**src/design/ggvi_pkg.sv**
```systemverilog
package ggvi_pkg;

	// field widths of the item and result words
	localparam int IDX_W    = 10;
	localparam int WGT_W    = 33;
	localparam int RWD_W    = 32;
	localparam int CNT_W    = 4;
	localparam int SLOT_W   = 3;
	localparam int COST_W   = 48;
	localparam int STAT_W   = 2;
	localparam int ACTIVE_W = 11;
	localparam int ITER_W   = 16;
	localparam int CFG_IDX_W  = 1;
	localparam int CFG_DATA_W = 16;

	// command word node and slot fields, wide enough for up to 65536 nodes
	localparam int NODE_CMD_W = 16;
	localparam int SLOT_CMD_W = 4;

	localparam logic [ACTIVE_W-1:0] ACTIVE_RESET = 11'd1024;
	localparam logic [ITER_W-1:0]   ITER_RESET   = 16'd700;

	localparam logic signed [COST_W-1:0] COST_MAX = 48'sh7FFF_FFFF_FFFF;
	localparam logic signed [COST_W-1:0] COST_MIN = 48'sh8000_0000_0000;

	// register indexes
	localparam logic [CFG_IDX_W-1:0] CFG_ACTIVE = 1'b0;
	localparam logic [CFG_IDX_W-1:0] CFG_ITER   = 1'b1;

	// result status codes
	localparam logic [STAT_W-1:0] STAT_OK    = 2'd0;
	localparam logic [STAT_W-1:0] STAT_RANGE = 2'd1;
	localparam logic [STAT_W-1:0] STAT_EMPTY = 2'd2;

	typedef enum logic [1:0] {
		OP_LOAD_NODE = 2'd0,
		OP_LOAD_NB   = 2'd1,
		OP_RUN       = 2'd2,
		OP_QUERY     = 2'd3
	} op_t;

	typedef enum logic [2:0] {
		S_IDLE,
		S_QREAD,
		S_RESP,
		S_CLEAR,
		S_SWEEP,
		S_DRAIN,
		S_INIT
	} state_t;

	// controller to datapath
	typedef struct packed {
		logic                  accept;
		logic                  resp_load;
		logic                  clear_en;
		logic [NODE_CMD_W-1:0] clear_addr;
		logic                  issue_en;
		logic [NODE_CMD_W-1:0] issue_node;
		logic [SLOT_CMD_W-1:0] issue_slot;
		logic                  issue_first;
		logic                  issue_last;
		logic                  bank;
		logic                  sweep_start;
	} cmd_t;

	// datapath to controller
	typedef struct packed {
		logic pipe_busy;
		logic changed;
	} stat_t;

	// clamp a 50-bit sum to the signed 48-bit cost range
	function automatic logic [COST_W-1:0] sat48(input logic [COST_W+1:0] v);
		logic [COST_W-1:0] r;
		if (!v[COST_W+1] && v[COST_W:COST_W-1] != 2'b00) begin
			r = COST_MAX;
		end else if (v[COST_W+1] && v[COST_W:COST_W-1] != 2'b11) begin
			r = COST_MIN;
		end else begin
			r = v[COST_W-1:0];
		end
		return r;
	endfunction

endpackage

```
**src/design/ggvi_ctrl.sv**
```systemverilog
module ggvi_ctrl #(
	parameter int NODES         = 1024,
	parameter int MAX_NEIGHBORS = 8
) (
	input  logic                                clk,
	input  logic                                arst_n,
	input  logic                                in_valid,
	output logic                                in_stall,
	input  logic [1:0]                          operation,
	output logic                                out_valid,
	input  logic                                out_stall,
	input  logic                                cfg_valid,
	output logic                                cfg_ready,
	input  logic [ggvi_pkg::CFG_IDX_W-1:0]      cfg_index,
	input  logic [ggvi_pkg::CFG_DATA_W-1:0]     cfg_data,
	output ggvi_pkg::cmd_t                      cmd,
	input  ggvi_pkg::stat_t                     stat
);
	import ggvi_pkg::*;

	localparam int AW = $clog2(NODES);
	localparam int SW = MAX_NEIGHBORS > 1 ? $clog2(MAX_NEIGHBORS) : 1;

	state_t              state_q, state_d;
	logic [ACTIVE_W-1:0] active_q;
	logic [ITER_W-1:0]   iter_q;
	logic [ITER_W-1:0]   it_q;
	logic [AW-1:0]       clr_q;
	logic [AW-1:0]       j_q;
	logic [SW-1:0]       k_q;
	logic                bank_q;
	logic                out_valid_q;
	logic [AW:0]         n;
	logic                clr_last;
	logic                j_last;
	logic                k_last;
	logic                go_on;

	// swept node count, capped at the store size
	assign n = (32'(active_q) > NODES) ? (AW+1)'(NODES) : (AW+1)'(active_q);

	assign clr_last = (clr_q == AW'(NODES - 1));
	assign j_last   = ((AW+1)'(j_q) == n - 1'b1);
	assign k_last   = (k_q == SW'(MAX_NEIGHBORS - 1));
	assign go_on    = stat.changed && (it_q != iter_q);

	assign in_stall  = (state_q != S_IDLE);
	assign out_valid = out_valid_q;
	assign cfg_ready = 1'b1;

	// state register
	always_ff @(posedge clk or negedge arst_n) begin
		if (!arst_n) begin
			state_q <= S_INIT;
		end else begin
			state_q <= state_d;
		end
	end

	// next state and commands
	always_comb begin
		state_d         = state_q;
		cmd             = '0;
		cmd.bank        = bank_q;
		cmd.clear_addr  = NODE_CMD_W'(clr_q);
		cmd.issue_node  = NODE_CMD_W'(j_q);
		cmd.issue_slot  = SLOT_CMD_W'(k_q);
		cmd.issue_first = (k_q == '0);
		cmd.issue_last  = k_last;
		cmd.accept      = in_valid && (state_q == S_IDLE);
		case (state_q)
			S_INIT: begin
				cmd.clear_en = 1'b1;
				if (clr_last) begin
					state_d = S_IDLE;
				end
			end
			S_IDLE: begin
				if (in_valid) begin
					case (op_t'(operation))
						OP_RUN:   state_d = S_CLEAR;
						OP_QUERY: state_d = S_QREAD;
						default:  state_d = S_RESP;
					endcase
				end
			end
			S_QREAD: begin
				state_d = S_RESP;
			end
			S_RESP: begin
				if (!out_valid_q || !out_stall) begin
					cmd.resp_load = 1'b1;
					state_d       = S_IDLE;
				end
			end
			S_CLEAR: begin
				cmd.clear_en = 1'b1;
				if (clr_last) begin
					if (n == '0 || iter_q == '0) begin
						state_d = S_RESP;
					end else begin
						cmd.sweep_start = 1'b1;
						state_d         = S_SWEEP;
					end
				end
			end
			S_SWEEP: begin
				cmd.issue_en = 1'b1;
				if (k_last && j_last) begin
					state_d = S_DRAIN;
				end
			end
			S_DRAIN: begin
				if (!stat.pipe_busy) begin
					if (go_on) begin
						cmd.sweep_start = 1'b1;
						state_d         = S_SWEEP;
					end else begin
						state_d = S_RESP;
					end
				end
			end
			default: state_d = S_IDLE;
		endcase
	end

	// counters, bank, registers and result valid
	always_ff @(posedge clk or negedge arst_n) begin
		if (!arst_n) begin
			active_q    <= ACTIVE_RESET;
			iter_q      <= ITER_RESET;
			it_q        <= '0;
			clr_q       <= '0;
			j_q         <= '0;
			k_q         <= '0;
			bank_q      <= 1'b0;
			out_valid_q <= 1'b0;
		end else begin
			if (cfg_valid) begin
				case (cfg_index)
					CFG_ACTIVE: active_q <= cfg_data[ACTIVE_W-1:0];
					CFG_ITER:   iter_q   <= cfg_data[ITER_W-1:0];
					default:    ;
				endcase
			end

			if (cmd.resp_load) begin
				out_valid_q <= 1'b1;
			end else if (!out_stall) begin
				out_valid_q <= 1'b0;
			end

			case (state_q)
				S_INIT: begin
					clr_q <= clr_q + 1'b1;
				end
				S_IDLE: begin
					if (cmd.accept && op_t'(operation) == OP_RUN) begin
						clr_q  <= '0;
						bank_q <= 1'b0;
					end
				end
				S_CLEAR: begin
					clr_q <= clr_q + 1'b1;
					j_q   <= '0;
					k_q   <= '0;
					it_q  <= ITER_W'(1);
				end
				S_SWEEP: begin
					if (k_last) begin
						k_q <= '0;
						j_q <= j_q + 1'b1;
					end else begin
						k_q <= k_q + 1'b1;
					end
				end
				S_DRAIN: begin
					if (!stat.pipe_busy) begin
						bank_q <= ~bank_q;
						j_q    <= '0;
						k_q    <= '0;
						if (go_on) begin
							it_q <= it_q + 1'b1;
						end
					end
				end
				default: ;
			endcase
		end
	end

	a_clear_vs_issue: assert property (@(posedge clk) disable iff (!arst_n)
		!(cmd.clear_en && cmd.issue_en))
		else $error("clearing pass overlaps a sweep");

	a_resp_room: assert property (@(posedge clk) disable iff (!arst_n)
		cmd.resp_load |-> (!out_valid_q || !out_stall))
		else $error("result loaded over an untaken word");

	a_issue_range: assert property (@(posedge clk) disable iff (!arst_n)
		cmd.issue_en |-> ((AW+1)'(j_q) < n))
		else $error("sweep issued past the active nodes");

	a_bank_flip: assert property (@(posedge clk) disable iff (!arst_n)
		(state_q == S_DRAIN && !stat.pipe_busy) |=> (bank_q != $past(bank_q)))
		else $error("cost bank did not flip at end of sweep");

endmodule

```
**config.mk**
```make
export PLATFORM = sky130hd
export DESIGN_NAME = ggvi_ctrl
export DESIGN_NICKNAME = d
export VERILOG_FILES = /design/src/design/ggvi_pkg.sv /design/src/design/ggvi_ctrl.sv
export SDC_FILE = /design/constraint.sdc
export NUM_CORES = 1
export LEC_CHECK = 0
export ABC_AREA = 1
export BUFFER_PORTS_ARGS = -buffer_cell sky130_fd_sc_hd__buf_2
export CELL_PAD_IN_SITES_DETAIL_PLACEMENT = 1
export CELL_PAD_IN_SITES_GLOBAL_PLACEMENT = 1
export CORE_ASPECT_RATIO = 0.6
export CORE_MARGIN = 3
export CORE_UTILIZATION = 45
export CTS_CLUSTER_DIAMETER = 200
export DETAILED_ROUTE_END_ITERATION = 6
export GPL_ROUTABILITY_DRIVEN = 0
export GPL_TIMING_DRIVEN = 0
export PLACE_DENSITY = 0.9
export SLEW_MARGIN = 20
export SYNTH_ARGS = -nofsm -noshare
export SYNTH_HDL_FRONTEND = slang
export SYNTH_SLANG_ARGS = --single-unit
```
**constraint.sdc**
```tcl
create_clock -name clk -period 5.3 [get_ports clk]
set_clock_uncertainty 0.1 [all_clocks]
set_input_delay 1.06 -clock clk [delete_from_list [all_inputs] [get_ports clk]]
set_output_delay 1.06 -clock clk [all_outputs]
set_load 0.005 [all_outputs]
```
After elaboration in Yosys (flattened, before gate mapping)
Cells that the tools add are included.
- add/sub/neg operators: 5
- order comparisons: 1
- eq/ne operators: 22
- muxes and demuxes: 36
- bitwise logic cells: 2
- reduce and logical (&&, ||, !) cells: 26
- operators by type and width (operator ; count):
    $mux W16 ; 2
    $pmux W16 S2 ; 1
    $mux W10 ; 3
    $mux W3 ; 10
    $pmux W10 S3 ; 1
    $pmux W3 S7 ; 1
    $add A10 B1 Y10 const B ; 2
    $pmux W10 S2 ; 1
    $add A16 B1 Y16 const B ; 1
    $logic_not A16 Y1 ; 1
    $ne A16 B16 Y1 ; 1
    $ne A2 B2 Y1 const B ; 8
    $eq A3 B3 Y1 const B ; 4
    $mux W1 ; 12
    $eq A10 B11 Y1 ; 1
    $gt A11 B11 Y1 const B ; 1
    $logic_not A11 Y1 ; 1
    $mux W11 ; 1
    $sub A11 B1 Y11 const B ; 1
    $eq A10 B10 Y1 const B ; 1
    $pmux W3 S3 ; 1
    $reduce_and A3 Y1 ; 3
    $reduce_and A2 Y1 ; 4
    $eq A3 B2 Y1 const B ; 2
    15 further kinds ; 28
- flip-flop bits (word level): 71
- bits of input ports: 26
- output and inout port bits: 47
- word-level logic and storage cells: 101

Longest topological paths before layout
- depth in word-level cells: 7
- gate-level depth with buffers: 19
- depth with buffers taken out: 18

Worst setup path after synthesis
Ideal clock, no wire load.
- kind: flip-flop to output port
- from: register active_q[0]
- to: output port cmd[0] (netlist name)
- arrival: 1639 ps
- required time: 4140 ps
- slack: 2501 ps
- cell stages (with the launch flop): 12
- buffers on the path: 1
- path through: dfrtp_1 nor2_2 nand2_2 o21bai_4 buf_6 nand2_1 ha_1 nand3_1 nor2_1 nand3_1 nand3_1 o21ai_0
- RTL lines (element ; line ; source):
    from (decl) ; ggvi_ctrl.sv:25 ; logic [ACTIVE_W-1:0] active_q;
    from (signal assigned) ; ggvi_ctrl.sv:141 ; CFG_ACTIVE: active_q <= cfg_data[ACTIVE_W-1:0];
    to (decl) ; ggvi_ctrl.sv:16 ; output ggvi_pkg::cmd_t cmd,

==> impl_metrics.json <==
{
  "critPathCaptureType": "output pin",
  "cts_tree": "done",
  "power_switching_mw": 0.7010,
  "cp.arrival_ps": 2790,
  "nets": 693,
  "critPathLaunchType": "flip-flop",
  "areaGrowthSynthToFinish_pct": 18.04,
  "io_pins": 73,
  "final_core_util_pct": 55.68,
  "place_inst": 778,
  "clk_path_buf_depth": 2,
  "seq_power_share_pct": 38.5,
  "status": "finished clean",
  "synth_top_area_share_pct": 35.28,
  "fmaxAchievable_ghz": 0.2532,
  "antenna_cells": 0,
  "dieArea_um2": 11030,
  "path_max_fanout": 10,
  "cp.required_ps": 4140,
  "wl_met3_um": 820,
  "top_layer": "met4",
  "synth_seq_cells": 71,
  "rsz0062_at_grt": "no",
  "drv_slew": 0,
  "core-area_um2": 9324,
  "wl_met2_um": 6297,
  "grt_usage_pct": 26.81,
  "worstPathBufferInverterCount": 2,
  "die_y_um": 82.58,
  "avgRoutedWirePerCell_um": 17.87,
  "start_util_pct": 47.17,
  "tightest_slew_ps": 637.4,
  "grt_pass1_vias": 4397,
  "vias": 4349,
  "power.internal_mw": 1.196,
  "ys_types": 43,
  "syn-mean-instance-area_um2": 7.622,
  "finalHoldViolCount": 0,
  "synthTopCellsByArea": "dfrtp_1 (35%), nand2_1 (11%), inv_1 (6.2%)",
  "ys_warn_count": 0,
  "ys_seq_area_share_pct": 40.65,
  "synth.largest_area_cell": "dfrtp_1",
  "ir_drop_mv": 0.1945,
  "cp_common_cell": "nand3_1",
  "maxCapViolCount": 0,
  "postCtsResizedCells": 0,
  "clock_latency_ps": 340,
  "ant_nets": 0,
  "hp-class": "reg2reg",
  "cts_made_buffers": 9,
  "power.share.switching_pct": 36.94,
  "path_cells": "nor2_2 > nand3_2 > o21bai_4 > buf_6 > nand2_1 > ha_1 > nand3_1 > nor2_1 > nand3_1 > nand3_1 > o21ai_0 > buf_2",
  "fin_crit_ps": 3949,
  "ff_latch_area_um2": 1788,
  "drt-vias-per-instance": 5.477,
  "place_area_um2": 4918,
  "drt-met1-wl_um": 6915,
  "path_clk_slew_ps": 60,
  "cts.sinks": 71,
  "final_area_um2": 5191,
  "first_pass_iters": 5,
  "power.density_nw_per_um2": 365.5,
  "max_stage_delay_ps": 460,
  "htreeDepth": 3,
  "dp_slack_ps": 1783,
  "grt_max_degree": 43,
  "drt_iter0_drc": 254,
  "slowest_stage": "dfrtp_1",
  "instances_no_fill": 794,
  "io_buffers": 58,
  "num_rows": 27,
  "share_comb_of_total_power_pct": 31.6,
  "fillCellCount": 1228,
  "antenna_found_initial": 0,
  "grt.overflow.total": 0,
  "worst_slack_ps": 1351,
  "finalSetupViolCount": 0,
  "multi_input_area_um2": 2173,
  "relSlewSlack_pct": 57.11,
  "wirelength_um": 14190,
  "p_leak_nw": 2.548,
  "drc": 0,
  "setup_tns_ps": 0,
  "cts_root_buf": "clkbuf_16",
  "critical_path_class": "reg2out",
  "netlist_area_um2": 4398,
  "synthCells": 577,
  "period_share_pct": 74.51,
  "die_x_um": 133.6,
  "ctsHoldBuffers": 0,
  "clkPwrFrac_pct": 29.9,
  "hpwl_um": 10930,
  "cts_setup_buffers": 0,
  "drive_gt1_share_pct": 20.63,
  "crit_family": "simple AND/OR/NAND/NOR gates",
  "grt_first_pass_wirelength_um": 22920
}
area by class of cell:
class,count,share of cell area (%)
Clock buffer,15,5.158
Tap cell,130,3.133
Clock inverter,1,0.09641
Timing Repair Buffer,59,6.026
Multi-Input combinational cell,411,41.87
Inverter,80,5.785
Sequential cell,71,34.44
Buffer,27,3.495
worst register-to-register path: cells and delay by family (launching register included):
| kind | cells | cell delay, ps |
|---|---|---|
| simple gates | 14 | 1540 |
| flops | 1 | 460 |
| fa+ha+maj | 1 | 300 |
| compound gates | 1 | 240 |
| buf+inv | 2 | 240 |
| xor+xnor | 1 | 140 |
through the flow:
step           power (mW)  hold slack [ps]
2_1_floorplan       1.093            363.9
3_3_place_gp        1.270            386.3
3_5_place_dp        1.323            390.2
4_1_cts             1.904            411.3
5_1_grt             2.020            445.8
6_report            1.897            415.7
registers in the layout (all words and copies together) (netlist names):
| signal | count |
|---|---|
| it_q | 16 |
| iter_q | 16 |
| active_q | 11 |
| clr_q | 10 |
| j_q | 10 |
| k_q | 3 |
| state_q | 3 |
| bank_q | 1 |
| out_valid | 1 |
logic make-up (layout without fill, tap and decap cells):
| kind of cell | after synthesis | in the layout | synth area share, % |
|---|---|---|---|
| other | 2 | 14 | 0.1708 |
| adder cells (fa/ha/maj) | 8 | 8 | 2.276 |
| XOR/XNOR | 27 | 27 | 5.377 |
| multiplexers | 5 | 5 | 1.280 |
| flip-flops | 71 | 71 | 40.65 |
| buffers and inverters | 107 | 182 | 10.95 |
| AO/OA/AOI/OAI | 81 | 81 | 10.27 |
| AND/OR/NAND/NOR | 276 | 276 | 29.02 |
Yosys cell counts, drive strengths merged:
cell type  number
mux2            5
nor2           48
a22oi           1
o21ai          55
a21oi          12
xnor2          10
o221ai          1
nor3           19
buf            19
a31oi           5
dfrtp          62
or2             3
a41oi           1
nand3b          4
nand3          45
nor4            7
xor2           17
o211ai          2
inv            80
conb            2
o21bai          1
nand2         136
a22o            1
nand4          12
dfstp           9
clkbuf          8
o21a            1
o22ai           1
nor3b           2
ha              8
worst paths after layout:
kind	from	to	slack, ps	cells after the start
max in group asynchronous	arst_n	state_q[2]	3900	2
hold reg to reg	iter_q[4]	iter_q[4]	420	2
hold / removal	iter_q[4]	iter_q[4]	420	2
setup / recovery	active_q[7]	cmd[0]	1350	12
min in group asynchronous	arst_n	j_q[9]	560	1
setup reg to reg	active_q[7]	state_q[2]	2190	19
per-layer routing:
metal / vias to the layer above / global-route usage (%)
met3: 20 / 5.872
met1: 2173 / 38.15
li1: 2008 / -
met4: 0 / 6.674
met2: 148 / 41.90
met5: - / 0
placed cells by master (no fill, tap or decap), types with 17 or more instances in the layout:
cell type,count
buf_2,57
nor3_1,18
o21ai_0,49
nor2_1,39
xor2_1,17
nand2_1,130
buf_4,18
nand3_1,41
dfrtp_1,62
inv_1,73
power groups by stage:
stage / logic [mW] / clock network, mW / registers [mW]
after CTS: 0.599 / 0.576 / 0.729
after global routing: 0.677 / 0.600 / 0.743
after detailed placement: 0.588 / 0 / 0.735
final: 0.599 / 0.567 / 0.731
after global placement: 0.544 / 0 / 0.726
after floorplan: 0.380 / 0 / 0.713
Note: power is estimated with default switching activity, not from simulation.
